--- src/rtl/core/cfp_pkg.sv ---
// ----------------------------------------------------------------------------
// cfp_pkg: shared types and constants for the command frame parser
// Frame layout: A5 5A, 16-bit little-endian length, payload, 5A A5.
// ----------------------------------------------------------------------------
package cfp_pkg;

  localparam int PAYLOAD_MAX = 64;
  localparam int HEAD_KEEP   = 5;
  localparam int LEN_W       = $clog2(PAYLOAD_MAX + 1);
  localparam int HEAD_IDX_W  = $clog2(HEAD_KEEP);

  localparam logic [7:0]  SYNC_A      = 8'hA5;
  localparam logic [7:0]  SYNC_B      = 8'h5A;
  localparam logic [15:0] COUNT_LIMIT = 16'hFFFF;

  localparam logic [7:0] CMD_T = 8'h54;
  localparam logic [7:0] CMD_P = 8'h50;
  localparam logic [7:0] CMD_G = 8'h47;
  localparam logic [7:0] CMD_M = 8'h4D;
  localparam logic [7:0] CMD_A = 8'h41;

  localparam logic [LEN_W-1:0] LEN_MIN_T  = LEN_W'(5);
  localparam logic [LEN_W-1:0] LEN_MIN_P  = LEN_W'(6);
  localparam logic [LEN_W-1:0] LEN_MIN_GM = LEN_W'(2);

  typedef enum logic [2:0] {
    PH_IDLE    = 3'd0,
    PH_SYNC2   = 3'd1,
    PH_LEN_LO  = 3'd2,
    PH_LEN_HI  = 3'd3,
    PH_PAYLOAD = 3'd4,
    PH_TRAIL1  = 3'd5,
    PH_TRAIL2  = 3'd6
  } phase_t;

  // Completed frame handed from framer to executor.
  typedef struct packed {
    logic                          done;
    logic [LEN_W-1:0]              length;
    logic [HEAD_KEEP-1:0][7:0]     head;
  } frame_t;

  // One result request.
  typedef struct packed {
    logic [7:0]  command_code;
    logic        accepted;
    logic [31:0] echo_word;
    logic [7:0]  last_command;
    logic [15:0] command_total;
  } result_t;

endpackage

--- src/rtl/core/command_frame_parser.sv ---
// ----------------------------------------------------------------------------
// command_frame_parser: byte-stream command frame parser, top level
// Path: the closing trailer byte is held in the input register, and its result
//   is captured in the result register once the pipe advances.
// Throughput: one byte per cycle; the input register, frame FSM and
//   result register advance together whenever the result slot is free.
// Reset: synchronous active-low rst_n clears parser state, echo, last code,
//   count and both valid flags; the payload head store is not cleared.
// ----------------------------------------------------------------------------
module command_frame_parser (
  input  logic        clk,
  input  logic        rst_n,
  // byte input channel
  input  logic        in_valid,
  output logic        in_stall,
  input  logic [7:0]  in_rx_byte,
  // result channel, one request per completed frame
  output logic        out_valid,
  input  logic        out_stall,
  output logic [7:0]  out_command_code,
  output logic        out_accepted,
  output logic [31:0] out_echo_word,
  output logic [7:0]  out_last_command,
  output logic [15:0] out_command_total
);

  // Whole pipe moves when the result slot is empty or being taken.
  logic adv;
  logic step;

  logic       in_valid_r;
  logic [7:0] in_byte_r;

  cfp_pkg::frame_t  frame;
  cfp_pkg::result_t result;

  logic             out_valid_r;
  cfp_pkg::result_t out_r;

  assign adv      = !out_valid_r || !out_stall;
  assign in_stall = !adv;
  // The FSM only consumes a byte when the pipe advances.
  assign step     = adv && in_valid_r;

  // input register
  always_ff @(posedge clk) begin
    if (!rst_n) begin
      in_valid_r <= 1'b0;
    end else if (adv) begin
      in_valid_r <= in_valid;
    end
  end

  always_ff @(posedge clk) begin
    if (adv && in_valid) in_byte_r <= in_rx_byte;
  end

  cfp_framer u_framer (
    .clk     (clk),
    .rst_n   (rst_n),
    .step    (step),
    .rx_byte (in_byte_r),
    .frame   (frame)
  );

  // frame.done is already qualified by step
  cfp_executor u_executor (
    .clk    (clk),
    .rst_n  (rst_n),
    .frame  (frame),
    .result (result)
  );

  // result register
  always_ff @(posedge clk) begin
    if (!rst_n) begin
      out_valid_r <= 1'b0;
    end else if (adv) begin
      out_valid_r <= frame.done;
    end
  end

  always_ff @(posedge clk) begin
    if (adv && frame.done) out_r <= result;
  end

  assign out_valid         = out_valid_r;
  assign out_command_code  = out_r.command_code;
  assign out_accepted      = out_r.accepted;
  assign out_echo_word     = out_r.echo_word;
  assign out_last_command  = out_r.last_command;
  assign out_command_total = out_r.command_total;

endmodule

--- src/rtl/core/cfp_framer.sv ---
// ----------------------------------------------------------------------------
// cfp_framer: byte-level frame state machine
// Tracks sync, length, payload head and trailer; flags a completed frame.
// ----------------------------------------------------------------------------
module cfp_framer (
  input  logic            clk,
  input  logic            rst_n,
  input  logic            step,
  input  logic [7:0]      rx_byte,
  output cfp_pkg::frame_t frame
);

  cfp_pkg::phase_t phase_r, phase_nxt;
  logic [7:0]                   length_low_r, length_low_nxt;
  logic [cfp_pkg::LEN_W-1:0]    frame_length_r, frame_length_nxt;
  logic [cfp_pkg::LEN_W-1:0]    bytes_taken_r, bytes_taken_nxt;
  logic [cfp_pkg::HEAD_KEEP-1:0][7:0] head_r;
  logic [15:0]                  len_full;
  logic                         head_wr;
  logic                         done;

  assign len_full = {rx_byte, length_low_r};
  assign head_wr  = step && (phase_r == cfp_pkg::PH_PAYLOAD) &&
                    (bytes_taken_r < cfp_pkg::LEN_W'(cfp_pkg::HEAD_KEEP));

  always_comb begin
    phase_nxt        = phase_r;
    length_low_nxt   = length_low_r;
    frame_length_nxt = frame_length_r;
    bytes_taken_nxt  = bytes_taken_r;
    done             = 1'b0;
    if (step) begin
      unique case (phase_r)
        cfp_pkg::PH_IDLE: begin
          if (rx_byte == cfp_pkg::SYNC_A) phase_nxt = cfp_pkg::PH_SYNC2;
        end
        cfp_pkg::PH_SYNC2: begin
          if (rx_byte == cfp_pkg::SYNC_B)      phase_nxt = cfp_pkg::PH_LEN_LO;
          else if (rx_byte == cfp_pkg::SYNC_A) phase_nxt = cfp_pkg::PH_SYNC2;
          else                                 phase_nxt = cfp_pkg::PH_IDLE;
        end
        cfp_pkg::PH_LEN_LO: begin
          length_low_nxt = rx_byte;
          phase_nxt      = cfp_pkg::PH_LEN_HI;
        end
        cfp_pkg::PH_LEN_HI: begin
          if (len_full == 16'd0 || len_full > 16'(cfp_pkg::PAYLOAD_MAX)) begin
            phase_nxt = cfp_pkg::PH_IDLE;
          end else begin
            frame_length_nxt = len_full[cfp_pkg::LEN_W-1:0];
            bytes_taken_nxt  = '0;
            phase_nxt        = cfp_pkg::PH_PAYLOAD;
          end
        end
        cfp_pkg::PH_PAYLOAD: begin
          bytes_taken_nxt = bytes_taken_r + 1'b1;
          if (bytes_taken_nxt >= frame_length_r) phase_nxt = cfp_pkg::PH_TRAIL1;
        end
        cfp_pkg::PH_TRAIL1: begin
          phase_nxt = (rx_byte == cfp_pkg::SYNC_B) ? cfp_pkg::PH_TRAIL2
                                                   : cfp_pkg::PH_IDLE;
        end
        cfp_pkg::PH_TRAIL2: begin
          phase_nxt = cfp_pkg::PH_IDLE;
          done      = (rx_byte == cfp_pkg::SYNC_A);
        end
        default: phase_nxt = cfp_pkg::PH_IDLE;
      endcase
    end
  end

  always_ff @(posedge clk) begin
    if (!rst_n) begin
      phase_r        <= cfp_pkg::PH_IDLE;
      length_low_r   <= '0;
      frame_length_r <= '0;
      bytes_taken_r  <= '0;
    end else begin
      phase_r        <= phase_nxt;
      length_low_r   <= length_low_nxt;
      frame_length_r <= frame_length_nxt;
      bytes_taken_r  <= bytes_taken_nxt;
    end
  end

  // Head bytes: no reset, every byte read was written in the same frame.
  always_ff @(posedge clk) begin
    if (head_wr) head_r[bytes_taken_r[cfp_pkg::HEAD_IDX_W-1:0]] <= rx_byte;
  end

  assign frame.done   = done;
  assign frame.length = frame_length_r;
  assign frame.head   = head_r;

endmodule

--- src/rtl/core/cfp_executor.sv ---
// ----------------------------------------------------------------------------
// cfp_executor: command decode and architectural registers
// Checks command length, updates echo/last/count, builds the result.
// ----------------------------------------------------------------------------
module cfp_executor (
  input  logic             clk,
  input  logic             rst_n,
  input  cfp_pkg::frame_t  frame,
  output cfp_pkg::result_t result
);

  logic [31:0] echo_r, echo_nxt;
  logic [7:0]  last_r, last_nxt;
  logic [15:0] count_r, count_nxt;
  logic [7:0]  code;
  logic        ok;
  logic        load_echo;

  assign code = frame.head[0];

  always_comb begin
    ok        = 1'b0;
    load_echo = 1'b0;
    unique case (code) inside
      cfp_pkg::CMD_T: begin
        ok        = (frame.length >= cfp_pkg::LEN_MIN_T);
        load_echo = ok;
      end
      cfp_pkg::CMD_P: ok = (frame.length >= cfp_pkg::LEN_MIN_P);
      cfp_pkg::CMD_G,
      cfp_pkg::CMD_M: ok = (frame.length >= cfp_pkg::LEN_MIN_GM);
      cfp_pkg::CMD_A: ok = 1'b1;
      default:        ok = 1'b0;
    endcase
  end

  always_comb begin
    echo_nxt  = echo_r;
    last_nxt  = last_r;
    count_nxt = count_r;
    if (frame.done && ok) begin
      last_nxt = code;
      if (count_r < cfp_pkg::COUNT_LIMIT) count_nxt = count_r + 16'd1;
      if (load_echo) echo_nxt = {frame.head[4], frame.head[3],
                                 frame.head[2], frame.head[1]};
    end
  end

  always_ff @(posedge clk) begin
    if (!rst_n) begin
      echo_r  <= '0;
      last_r  <= '0;
      count_r <= '0;
    end else begin
      echo_r  <= echo_nxt;
      last_r  <= last_nxt;
      count_r <= count_nxt;
    end
  end

  assign result.command_code  = code;
  assign result.accepted      = ok;
  assign result.echo_word     = echo_nxt;
  assign result.last_command  = last_nxt;
  assign result.command_total = count_nxt;

endmodule

--- config.mk ---
export PLATFORM = sky130hd
export DESIGN_NAME = command_frame_parser
export DESIGN_NICKNAME = d
export VERILOG_FILES = /design/src/rtl/core/cfp_pkg.sv /design/src/rtl/core/command_frame_parser.sv /design/src/rtl/core/cfp_framer.sv /design/src/rtl/core/cfp_executor.sv
export SDC_FILE = /design/constraint.sdc
export NUM_CORES = 1
export LEC_CHECK = 0
export BUFFER_PORTS_ARGS = -buffer_cell sky130_fd_sc_hd__buf_2
export CAP_MARGIN = 20
export CELL_PAD_IN_SITES_DETAIL_PLACEMENT = 0
export CELL_PAD_IN_SITES_GLOBAL_PLACEMENT = 1
export CORE_ASPECT_RATIO = 0.8
export CORE_UTILIZATION = 25
export CTS_CLUSTER_DIAMETER = 200
export DETAILED_ROUTE_END_ITERATION = 8
export PLACE_DENSITY = 0.46
export SLEW_MARGIN = 20
export SYNTH_ARGS = -nofsm -noshare
export SYNTH_HDL_FRONTEND = slang
export SYNTH_HIERARCHICAL = 1
export SYNTH_SLANG_ARGS = --single-unit
--- constraint.sdc ---
create_clock -name clk -period 5 [get_ports clk]
set_input_delay 1 -clock clk [delete_from_list [all_inputs] [get_ports clk]]
set_output_delay 1 -clock clk [all_outputs]
set_load 0.02 [all_outputs]
== Word level (Yosys, flattened, before mapping) ==
Cells that the tools add are included.
Word-level totals
  register bits: 196
  input port bits: 12
  logic and storage cells: 89
Operators by class
  $add $sub $neg: 2
  magnitude comparators: 9
  eq/ne operators: 16
  multiplexer cells: 21
  bitwise logic cells: 1
  reduce and logical (&&, ||, !) cells: 20
Operators with widths (number)
  two-way mux 32 bit: 2
  == test 8 x 7 -> 1 bit (second input constant): 6
  bitwise mux 40 bit: 1
  two-way mux 16 bit: 2
  demux 8 bit (select 3 bit): 1
  case mux 3 bit (6 select lines): 1
  adder 16 x 1 -> 16 bit (second input constant): 1
  > comparator 16 x 7 -> 1 bit (second input constant): 1
  logical NOT 16 bit: 1
  less-than comparator 16 bit (second input constant): 1
  two-way mux 8 bit: 2
  two-way mux 3 bit: 5
  greater-or-equal comparator 7 x 3 -> 1 bit (second input constant): 2
  case mux 7 bit (2 select lines): 1
  == test 3 bit (second input constant): 3
  AND reduction 3 bit: 3
  == test 8 bit (second input constant): 1
  adder 7 x 1 -> 7 bit (second input constant): 1
  greater-or-equal comparator 7 x 2 -> 1 bit (second input constant): 1
  greater-or-equal comparator 7 bit: 1
  logical AND 1 bit: 7
  less-than comparator 7 x 3 -> 1 bit (second input constant): 1
  two-way mux 7 bit: 1
  == test 3 x 2 -> 1 bit (second input constant): 2
  14 further kinds: 21

== Logic depth before layout (Yosys ltp) ==
  depth after elaboration: 6
  depth in mapped cells: 13

== Modules after synthesis ==
Netlist, hierarchy kept.
Modules (own cells, without submodules)
  cfp_executor: instances 1, cells each 277, area each 2792.7 sq um, seq. area each 1121.1 sq um
  cfp_framer: instances 1, cells each 215, area each 2640.0 sq um, seq. area each 1701.6 sq um
  command_frame_parser: instances 1, cells each 84, area each 2283.4 sq um, seq. area each 2232.1 sq um

== Worst setup path before layout ==
Ideal clock, no wire load.
  kind: input -> register
  from: input out_stall
  to: register out_r, in the netlist out_accepted (enable)
  library setup time: 430 ps
  arrival time: 3355 ps
  required time: 4570 ps
  path slack: 1216 ps
  stages: 7
  path buffers: 1
  cells stage by stage: nand2_2 and2_1 nor2b_1 nand3_1 nor3_1 buf_4 and2_1
On the way
  longest elaborated chain between the ends: 5
RTL lines
  from (decl): line command_frame_parser.sv:19  | input logic out_stall,
  logical NOT 1 bit: line command_frame_parser.sv:40  | assign adv = !out_valid_r || !out_stall;
  logical OR 1 bit: line command_frame_parser.sv:40
  logical AND 1 bit: line command_frame_parser.sv:43  | assign step = adv && in_valid_r;
  named net step: line command_frame_parser.sv:29  | logic step;
  two-way mux 1 bit: line cfp_framer.sv:32  | if (step) begin
  named net u_framer.done: line cfp_framer.sv:20  | logic done;
  logical AND 1 bit: line command_frame_parser.sv:84  | if (adv && frame.done) out_r <= result;
  to (signal assigned): line command_frame_parser.sv:84
  to (decl): line command_frame_parser.sv:38  | cfp_pkg::result_t out_r;
The timed path passes the listed nets, and every way through them passes these cells.
A chain may end at the register's enable or synchronous reset.

==> metrics.cfg <==
[run_status]
status=completed

[timing]
hold_viol_final=0
slew_headroom=0.334
fin_setup_tns_ns=0
setup_violations=0
worst_slack_ns=1.20
clock.fmax_mhz=263
rsz0062_at_grt=no
drv_slew=0
worst_pin_slew_ns=0.995
finalCritPeriodShare=0.760
period_needed_ns=3.80
fin_worst_skew_ns=0.0135
hold_slack_ns=0.473

[drt]
dr.pass1.iters=4
drc=0
ant_nets=0
vias_per_cell=4.27
routedWlPerCell_um=16.8
drt_iter0_drc=245
vias=4608
routed_wl_um=18100

[worst_hold_path]
hold_class=reg2reg

[global_route]
overflow=0
grt_pass1_wl_um=28100
antenna_found_initial=2
grt_max_degree=64
grt_pass1_vias=4701
grt_usage=0.120

[power_and_ir_drop]
p_per_area_nw_per_um2=351
peakVddDrop_mv=0.264
leakagePower_nw=3.16
power_mw=3.21

[synth]
synth-seq-area-share=0.655
syn_nets=597
yosysTopAreaCell=edfxtp_1
yosysUniqueCellTypes=72
synth_edf_count=113
synth_area_um2=7720
synth_area_leaders=edfxtp_1 44%, dfxtp_1 22%, mux2_2 5.0%
ys.flop_type=edfxtp_1
synth_commonest_cells=113 x edfxtp_1, 83 x dfxtp_1, 49 x and2_1
synth_top_cell_area_share=0.440
async_flop_share=0
synth.most_common_cell=edfxtp_1
avgSynthCellArea_um2=13.4
syn_inst=576
yosysWarningCount=6
ys_seq_elements=196

[cts]
clkTransAtPathRegs_ns=0.07
numCtsBuffers=17
cts_max_path_buffers=2
cts_resized=0
post_cts_buffers=0
cts_tree=yes
root_buffer=clkbuf_16
h-tree-depth=4
ctsHoldBuffers=0
worstSkewPairLatency_ns=0.43
clock-sinks=196

[placed_design]
place_area_um2=8510
dpl.cell_count=1043
gp_congestion=0.742
hpwl_um=12000
port_buffers=78
post-place-ws_ns=0.738

[layout]
fin_util=0.301
nNetsFinal=670
syn2layout_area_growth_pct=18.4
drive_gt1_frac=0.267
fin_cells=1078
final_area_um2=9140

[floorplan]
initial_utilization=0.254
row_count=57
io_pins=79
die_y_um=159
core-area_um2=30400
die_x_um=198
dieArea_um2=31600

[setup_path]
path_class=in2reg
crit_fanout=11
start_kind=input pin
cp.arrival_ns=3.98
cp-end-kind=flip-flop
required_ns=5.18

[flow_run]
cap_violations=0

state kept, by name, summed over array words and instances (netlist names):
name	count
in_byte_r	8
in_valid_r	1
out_accepted	1
out_command_code	8
out_command_total	16
out_echo_word	32
out_last_command	8
out_valid	1
u_executor/count_r	16
u_executor/echo_r	32
u_executor/last_r	8
u_framer/bytes_taken_r	7
u_framer/frame	40
u_framer/frame_length_r	7
u_framer/length_low_r	8
u_framer/phase_r	3
power by group:
group	internal (mW)	switching, mW
clock	0.842	0.611
sequential	1.70	0.0230
combinational	0.00960	0.0211
total	2.55	0.656
metal layers:
layer | up-vias | part of all wire | wire length [um] | track usage
met3 | 13 | 0.037 | 669 | 0.0307
met5 | - | 0 | 0 | 0
met4 | 0 | 0.011 | 193 | 0.0427
li1 | 2227 | - | - | -
met1 | 2282 | 0.52 | 9470 | 0.175
met2 | 86 | 0.43 | 7730 | 0.170
cells by family after synthesis:
| family | synth area share |
|---|---|
| AND/OR/NAND/NOR | 0.157 |
| flip-flops | 0.655 |
| AO/OA/AOI/OAI | 0.0532 |
| multiplexers | 0.0710 |
| buffers and inverters | 0.0293 |
| XOR/XNOR | 0.0193 |
| adder cells (fa/ha/maj) | 0.0146 |
final timing paths:
kind,from,to,slack [ns],cells past startpoint
max,out_stall,out_command_total[7],1.20,12
min,in_valid_r,in_valid_r,0.47,2
max reg2reg,in_byte_r[3],out_command_total[7],1.31,8
min reg2reg,in_valid_r,in_valid_r,0.47,2
worst max-delay path, stage by stage:
cell and delay (ns):
buf_2 0.11, nand2_2 0.08, and2_1 0.23, nor2b_1 0.27
nand3_1 0.12, nor3_1 0.38, and3b_2 0.30, nand4_1 0.20
nor2_1 0.51, nor2_1 0.39, nor3_4 0.30, xor2_1 0.09
layout by cell type (no fill, tap or decap), types with 3 or more instances in the layout:
cell	count
xor2_1	11
nand2_1	30
clkbuf_16	17
o21ai_1	8
nor4_1	3
nor3_1	4
diode_2	3
bufinv_16	4
a21oi_1	6
nor2b_1	6
mux2i_1	15
edfxtp_1	113
buf_4	6
nand3_1	28
nand2b_1	9
nor3b_1	7
and2_1	48
o21a_1	4
a31oi_1	4
o21ai_0	5
dfxtp_1	83
or3_1	3
o2111ai_1	3
clkbuf_1	3
o211ai_2	3
ha_1	9
nand4_1	9
xnor2_1	6
nor2_1	24
and3_1	9
buf_2	78
mux2_2	34
inv_1	11
final cells by class:
| type | instances | area (um^2) |
|---|---|---|
| Antenna cell | 3 | 7.51 |
| Timing Repair Buffer | 85 | 455 |
| Multi-Input combinational cell | 336 | 2440 |
| Sequential cell | 196 | 5050 |
| Tap cell | 413 | 517 |
| Inverter | 13 | 48.8 |
| Fill cell | 3122 | 21200 |
| Clock buffer | 20 | 437 |
| Clock inverter | 12 | 179 |
(Power assumes the default switching activity.)
